==> src/dia_pkg.sv <==
// Shared types, field widths, codes and reset values of the descriptor index allocator.
package dia_pkg;

    localparam int IDX_W     = 10;
    localparam int LIMIT_W   = 11;
    localparam int STRIDE_W  = 13;
    localparam int ADDR_W    = 64;
    localparam int STATUS_W  = 3;
    localparam int ACTION_W  = 2;
    localparam int CFG_IDX_W = 3;
    localparam int CFG_VAL_W = 64;

    localparam int MAX_SLOTS_DEFAULT = 1024;

    localparam logic [ACTION_W-1:0] ACT_ALLOC = 2'd0;
    localparam logic [ACTION_W-1:0] ACT_FREE  = 2'd1;
    localparam logic [ACTION_W-1:0] ACT_QUERY = 2'd2;

    localparam logic [STATUS_W-1:0] ST_OK        = 3'd0;
    localparam logic [STATUS_W-1:0] ST_EXHAUSTED = 3'd1;
    localparam logic [STATUS_W-1:0] ST_RANGE     = 3'd2;
    localparam logic [STATUS_W-1:0] ST_NOT_ALLOC = 3'd3;
    localparam logic [STATUS_W-1:0] ST_IGNORED   = 3'd4;

    localparam logic [CFG_IDX_W-1:0] REG_SLOT_LIMIT     = 3'd0;
    localparam logic [CFG_IDX_W-1:0] REG_ENTRY_STRIDE   = 3'd1;
    localparam logic [CFG_IDX_W-1:0] REG_CPU_BASE       = 3'd2;
    localparam logic [CFG_IDX_W-1:0] REG_GPU_BASE       = 3'd3;
    localparam logic [CFG_IDX_W-1:0] REG_SHADER_VISIBLE = 3'd4;
    localparam logic [CFG_IDX_W-1:0] REG_TABLE_ENABLED  = 3'd5;

    localparam logic [LIMIT_W-1:0]  SLOT_LIMIT_RESET = 11'd1024;
    localparam logic [STRIDE_W-1:0] STRIDE_RESET     = 13'd32;

    typedef struct packed {
        logic [ACTION_W-1:0] action;
        logic [IDX_W-1:0]    slot;
    } req_t;

    typedef struct packed {
        logic [IDX_W-1:0]    granted_slot;
        logic [STATUS_W-1:0] status;
        logic                can_allocate;
        logic                slot_in_use;
        logic [IDX_W-1:0]    live_count;
        logic [ADDR_W-1:0]   cpu_address;
        logic [ADDR_W-1:0]   gpu_address;
    } rsp_t;

    typedef struct packed {
        logic [CFG_IDX_W-1:0] index;
        logic [CFG_VAL_W-1:0] value;
    } cfg_t;

    typedef struct packed {
        logic accept;
        logic decide;
        logic load;
        logic clear_step;
    } ctrl_cmd_t;

    typedef struct packed {
        logic table_write;
        logic clear_last;
    } ctrl_status_t;

endpackage

==> src/dia_ctrl.sv <==
// Sequencing state machine of the descriptor index allocator.
module dia_ctrl (
    input  logic                  clk,
    input  logic                  rst_n,
    input  logic                  req_valid,
    input  logic                  rsp_ready,
    input  dia_pkg::ctrl_status_t status,
    output logic                  req_ready,
    output logic                  rsp_valid,
    output dia_pkg::ctrl_cmd_t    cmd
);

    localparam logic [1:0] S_CLEAR  = 2'd0;
    localparam logic [1:0] S_IDLE   = 2'd1;
    localparam logic [1:0] S_DECIDE = 2'd2;
    localparam logic [1:0] S_ADDR   = 2'd3;

    logic [1:0] state_reg;
    logic [1:0] state_next;
    logic       rsp_valid_reg;
    logic       rsp_valid_next;
    logic       out_free;

    always_comb
    begin
        out_free       = !rsp_valid_reg || rsp_ready;
        req_ready      = (state_reg == S_IDLE) || ((state_reg == S_ADDR) && out_free);
        cmd.accept     = req_valid && req_ready;
        cmd.decide     = (state_reg == S_DECIDE);
        cmd.load       = (state_reg == S_ADDR) && out_free;
        cmd.clear_step = (state_reg == S_CLEAR);
    end

    always_comb
    begin
        state_next = state_reg;
        unique case (state_reg)
            S_CLEAR:
            begin
                if (status.clear_last)
                begin
                    state_next = S_IDLE;
                end
            end
            S_IDLE:
            begin
                if (cmd.accept)
                begin
                    state_next = S_DECIDE;
                end
            end
            S_DECIDE:
            begin
                state_next = S_ADDR;
            end
            S_ADDR:
            begin
                // A new request may be taken in the same cycle the result is loaded.
                if (out_free)
                begin
                    state_next = cmd.accept ? S_DECIDE : S_IDLE;
                end
            end
            default:
            begin
                state_next = S_CLEAR;
            end
        endcase
        if (status.table_write)
        begin
            state_next = S_CLEAR;
        end
    end

    always_comb
    begin
        if (cmd.load)
        begin
            rsp_valid_next = 1'b1;
        end
        else if (rsp_ready)
        begin
            rsp_valid_next = 1'b0;
        end
        else
        begin
            rsp_valid_next = rsp_valid_reg;
        end
    end

    always_ff @(posedge clk or negedge rst_n)
    begin
        if (!rst_n)
        begin
            state_reg     <= S_CLEAR;
            rsp_valid_reg <= 1'b0;
        end
        else
        begin
            state_reg     <= state_next;
            rsp_valid_reg <= rsp_valid_next;
        end
    end

    assign rsp_valid = rsp_valid_reg;

    a_accept_then_decide: assert property (@(posedge clk) disable iff (!rst_n)
        (cmd.accept && !status.table_write) |=> cmd.decide)
        else $error("accepted request was not followed by a decide cycle");

    a_decide_then_addr: assert property (@(posedge clk) disable iff (!rst_n)
        (cmd.decide && !status.table_write) |=> (state_reg == S_ADDR))
        else $error("decide cycle was not followed by the address cycle");

    a_load_sets_valid: assert property (@(posedge clk) disable iff (!rst_n)
        cmd.load |=> rsp_valid_reg)
        else $error("loaded result is not presented");

endmodule

==> config.mk <==
export PLATFORM = sky130hd
export DESIGN_NAME = dia_ctrl
export DESIGN_NICKNAME = d
export VERILOG_FILES = /design/src/dia_pkg.sv /design/src/dia_ctrl.sv
export SDC_FILE = /design/constraint.sdc
export NUM_CORES = 1
export LEC_CHECK = 0
export ABC_CLOCK_PERIOD_IN_PS = 1150
export BUFFER_PORTS_ARGS = -buffer_cell sky130_fd_sc_hd__buf_2
export CAP_MARGIN = 30
export CORE_AREA = 2 2 39 41
export DETAILED_ROUTE_END_ITERATION = 6
export DIE_AREA = 0 0 41 43
export SKIP_LAST_GASP = 1
export SYNTH_ARGS = -nofsm -noshare
export SYNTH_HDL_FRONTEND = slang
export SYNTH_SLANG_ARGS = --single-unit
==> constraint.sdc <==
create_clock -name clk -period 1.15 [get_ports clk]
set_clock_uncertainty 0.15 [all_clocks]
set_input_delay 0.23 -clock clk [delete_from_list [all_inputs] [get_ports clk]]
set_output_delay 0.23 -clock clk [all_outputs]
set_load 0.05 [all_outputs]
### Yosys cells after proc, flatten, opt, wreduce, memory -nomap -nowiden

Index checks and enable logic that the tools add are counted.

* register bits after elaboration: 3
* output and inout port bits: 6

* equal/unequal tests: 6
* multiplexer cells: 8
* reductions and logical operators: 8

Operators by type and width (number)
* $mux W2: 5
* $ne A3 B3 Y1 const B: 3
* $pmux W2 S4: 1
* $eq A2 B2 Y1 const B: 2
* $reduce_and A3 Y1: 1
* $eq A2 B1 Y1 const B: 1
* $logic_and A1 B1 Y1: 2
* $logic_not A2 Y1: 1
* $logic_or A1 B1 Y1: 2
* $mux W1: 2
* $reduce_bool A2 Y1: 1
* $logic_not A1 Y1: 1

### Depth between registers and ports, before layout

Gate-level depths: netlist of run 1.

* depth in word-level cells: 9
* mapped depth: 4

### Worst setup path before layout of run 1

OpenSTA, ideal clock, no wires.

* kind: flip-flop to output port
* start: register rsp_valid_reg, in the netlist rsp_valid
* end: output cmd[3] (netlist bit)
* arrival: 1218 ps
* data required time: 770 ps
* slack: -448 ps
* stages on the path, launching flop included: 3
* path buffers: 0
* path through: dfrtp_1 -> nand3b_2 -> and3_1

RTL lines
* start, declared: line dia_ctrl.sv:20 `logic rsp_valid_reg;`
* start signal, assigned: line dia_ctrl.sv:101 `rsp_valid_reg <= rsp_valid_next;`
* end, declared: line dia_ctrl.sv:10 `output dia_pkg::ctrl_cmd_t cmd`

==> results of run 1 <==
-- worst max-delay path, stage by stage, from the launching register on --
cell	delay, ns
dfrtp_2	0.43
nand3b_4	0.09
and3_4	0.19
buf_8	0.14
-- what timing repair did --
item | in CTS | in global routing
pin swaps | 1 | 1
gates cloned | 0 | 0
setup endpoints to repair | 7 | 7
resized for setup | 16 | 6
hold buffers | 1 | 0
buffers inserted | 2 | 1
hold endpoints to repair | 3 | 0
-- cell usage after synthesis --
cell and number:
dfrtp_1 3, a21oi_1 2, inv_1 2, a311oi_1 1, and2_1 1, and3_1 1
buf_2 1, buf_4 1, mux2i_1 1, nand2_1 1, nand3b_2 1, nor2_1 1
nor2b_1 1, nor3_1 1, o21ai_0 1
-- power breakdown --
part           total, uW  internal (uW)  switching (uW)
registers            128            116            12.7
clock network        187            130            56.9
logic                202            100             102
-- final cells by class --
class                      count  area [sq um]
clock buffer                   4         26.28
fill                         155         944.7
inverter                       2         7.507
multi-input combinational     12         125.1
sequential                     3         78.83
tap                           16         20.02
timing repair buffer          20         181.4
-- worst paths after layout --
path                               from  cells after the start           end
max in group asynchronous         rst_n                      2     rsp_valid
max                        state_reg[1]                      3        cmd[3]
min in group asynchronous         rst_n                      2  state_reg[1]
min reg2reg                state_reg[0]                      2     rsp_valid
max reg2reg                state_reg[0]                      2  state_reg[0]
min                           status[1]                      2  state_reg[1]
-- through the flow --
step                      std cells  cell area, sq um
after floorplan                  19             211.5
after global placement           50             312.8
after detailed placement         50             312.8
after CTS                        57             414.1
after global routing             57             439.2
final                            57             439.2
-- logic make-up after synthesis --
logic type	Yosys count
and+or+nand+nor	7
AOI/OAI and AO/OA	4
buffers and inverters	4
DFF	3
muxes	1
-- metal layers --
layer / vias to the layer above / track usage, % / wire [um]
li1: 109 / - / -
met1: 101 / 7.468 / 200
met2: 9 / 11.25 / 311
met3: 0 / 3.141 / 41
met4: 0 / 8.000 / 0
met5: - / 0 / 0
==> results.cfg, run 1 <==
[outcome]
outcome = finished, violations left
violations = negative setup slack

[cells_and_area]
final_util_pct = 31.74
syn2layout_area_growth_pct = 156.2
final_net_count = 48
largest_reg_flops = 2
antennaDiodeCount = 0
drive_above_1_share_pct = 78.05
most-common-layout-cells = 8 x buf_4, 5 x buf_2, 5 x buf_8, 3 x clkbuf_4, 3 x dfrtp_2
final_common_cell = buf_4

[grt]
grt-ovfl-total = 0
grt_max_degree = 7
grt_pass1_wl_um = 834
antenna_found_initial = 0
grt_usage_pct = 7.754
grt_pass1_vias = 227

[cts]
cts_root_buffer = clkbuf_4
clk_path_buf_depth = 2
numCtsBuffers = 3
cts_tree = done
htreeDepth = 1
clock_latency_ns = 0.23
cts_num_sinks = 3
cts.reportedPaths.clkPinSlew_ns = 0.04

[sta]
relSlewSlack_pct = 85.63
timing.final.crit_share_pct = 127.5
rsz0062_at_grt = true
hold_viol_final = 0
worst_slew_pin_slew_ns = 0.2155
whs_ns = 0.02432
slew_viol_final = 0
layout_min_cycle_time_ns = 1.466
finalSetupViolCount = 6
fmax_ghz = 0.6820
setup_ws_ns = -0.3162
setup_tns_ns = -1.753

[floorplanning]
die_area_sq_um = 1763
num_rows = 14
coreArea_sq_um = 1384
pin_count = 12
initial_core_util_pct = 12.39
die_h_um = 43
dieWidth_um = 41

[power_and_ir_drop]
pwr_density_cell_nw_per_um2 = 1178
vdd_drop_max_mv = 0.3569
total_leakage_power_uw = 0.0002267
power_uw = 517.4

[route]
initialDrtViolationCount = 0
drtAntennaViolNets = 0
viasPerCell = 3.842
post_drt_wl_per_cell_um = 9.702
wl_um = 553
vias = 219
drt-pass1-iter-count = 1
drc = 0

[hold_path]
hold_path.class = in -> reg

[yosys]
synth.area.top_cells = dfrtp_1 44%, nand3b_2 6.6%, a21oi_1 5.8%
yosys.area_share.simple_pct = 24.82
synth_xor_area_share_pct = 0
synth_compound_area_share_pct = 13.87
yosysWarnings = 0
ys_ff_latch = 3
ys_types = 15
muxShareOfSynthArea_pct = 5.839
synthesis.area_sq_um = 171.4
syn-num-nets = 25
synth.top_cell.area_share_pct = 43.80
synth_area_per_cell_sq_um = 9.022
synth_fa_ha_area_share_pct = 0
synth_top_family_by_area = simple AND/OR/NAND/NOR gates
yosys.area.top_type = dfrtp_1
ys_seq_area_share_pct = 43.80
syn_inst = 19

[setup_path]
critPathKind = reg -> out
cp-end-kind = output port
critPathArrivalTime_ns = 1.09
required_ns = 0.77
reg2reg_slack_ns = 0.02
start_kind = flip-flop
crit_path_max_fanout = 5

[placed_design]
place.gp.congestion = 0.6240
pre_cts_slack_ns = -0.1910
dp_hpwl_um = 395.8
portBuffers = 11

[run]
cap_viol_max_count = 0
Power figures use the tool's default switching activity.
==> run 2: changes to the inputs <==
Settings changed: PLACE_DENSITY_LB_ADDON from default to 0.12.
==> results.cfg, run 2 (synthesis gave the netlist of run 1 again) <==
[outcome]
outcome = finished, violations left
violations = negative setup slack

[route]
drt-pass1-iter-count = 2
drc = 0
drtAntennaViolNets = 0
initialDrtViolationCount = 2
wl_um = 575
viasPerCell = 3.847
post_drt_wl_per_cell_um = 9.746
vias = 227

[cells_and_area]
design_area_sq_um = 455.4
final_util_pct = 32.91
most-common-layout-cells = 7 x buf_4, 5 x buf_2, 5 x buf_6, 4 x buf_8
final_net_count = 50
n_fill_cell = 153
drive_above_1_share_pct = 79.07
instances_no_fill = 59
largest_reg_flops = 2
final_common_cell = buf_4
syn2layout_area_growth_pct = 165.7
antennaDiodeCount = 0

[floorplanning]
die_area_sq_um = 1763
dieWidth_um = 41
num_rows = 14
initial_core_util_pct = 12.39
die_h_um = 43
coreArea_sq_um = 1384
pin_count = 12

[sta]
timing.final.crit_share_pct = 127.2
worst_slew_pin_slew_ns = 0.2132
hold_viol_final = 0
setup_tns_ns = -1.776
finalSetupViolCount = 8
slew_viol_final = 0
rsz0062_at_grt = true
fmax_ghz = 0.6835
relSlewSlack_pct = 85.79
setup_ws_ns = -0.3130
layout_min_cycle_time_ns = 1.463

[grt]
grt_usage_pct = 7.823
grt_max_degree = 6
antenna_found_initial = 0
grt_pass1_vias = 218
grt_pass1_wl_um = 883
grt-ovfl-total = 0

[cts]
cts_tree = done
clock_latency_ns = 0.23
cts_root_buffer = clkbuf_4
clk_path_buf_depth = 2
htreeDepth = 1
cts.reportedPaths.clkPinSlew_ns = 0.04
cts_num_sinks = 3
numCtsBuffers = 3

[setup_path]
critPathKind = reg -> out
cp_num_buf_inv = 1
start_kind = flip-flop
cpPeakStageDelay_ns = 0.43
cpMaxStageDelayCell = dfrtp_2
cp-end-kind = output port
required_ns = 0.77
path_delay_family = flip-flops
crit_path_max_fanout = 3
critPathArrivalTime_ns = 1.08
path_cells = nand3b_4 -> and3_4 -> buf_8

[hold_path]
hold_path.class = in -> reg

[power_and_ir_drop]
pwr_density_cell_nw_per_um2 = 1137
power_uw = 518.0
total_leakage_power_uw = 0.0002364
vdd_drop_max_mv = 0.4734

[placed_design]
placed_cell_area_sq_um = 312.8
portBuffers = 11
place.gp.congestion = 0.6562
dp_hpwl_um = 402.3
placed_cells = 50

[run]
cap_viol_max_count = 0
-- run 2: cell types whose count changed in the layout (fill, tap and decap cells not counted), sizes merged --
cell	previous run	this run
buf	19	21
-- run 2: layout make-up --
class | instances | area, sq um | area share [%]
Clock buffer | 4 | 26.28 | 5.769
Inverter | 2 | 7.507 | 1.648
Multi-Input combinational cell | 12 | 118.9 | 26.10
Sequential cell | 3 | 78.83 | 17.31
Tap cell | 16 | 20.02 | 4.396
Timing Repair Buffer | 22 | 203.9 | 44.78
-- run 2: power breakdown --
part / internal, uW / leakage [uW] / switching [uW]
Sequential: 116 / 0.0000355 / 11.9
Combinational: 104 / 0.000186 / 102
Clock: 130 / 0.0000150 / 55.2
Total: 349 / 0.000236 / 169
-- run 2: routing by layer --
layer  wire [um]  GRT usage (%)
met5           0              0
met4           0          6.000
met1         227          9.936
met3          24          3.141
met2         324          10.00
-- run 2: final timing paths --
check,start,slack (ns),cells after the start,end
min in group asynchronous,rst_n,0.17,2,rsp_valid
hold / removal,status[1],0.03,2,state_reg[1]
setup / recovery,state_reg[1],-0.31,3,cmd[3]
max in group asynchronous,rst_n,0.56,2,state_reg[0]
setup reg to reg,state_reg[0],-0.05,4,state_reg[1]
hold reg to reg,state_reg[0],0.44,2,rsp_valid
-- run 2: stage by stage --
stage | worst slack [ns] | hold slack, ns
2_1_floorplan | -0.1535 | -0.2156
3_3_place_gp | -0.1690 | -0.1201
3_5_place_dp | -0.1705 | -0.1212
4_1_cts | -0.3175 | 0.01947
5_1_grt | -0.3556 | 0.03278
6_report | -0.3130 | 0.02781
-- run 2: repair_timing --
item,in CTS,in global routing
endpoints found under the hold margin,3,0
resized for setup,14,8
pin swaps,1,4
hold buffers,1,0
setup endpoints to repair,6,8
setup buffers,2,2
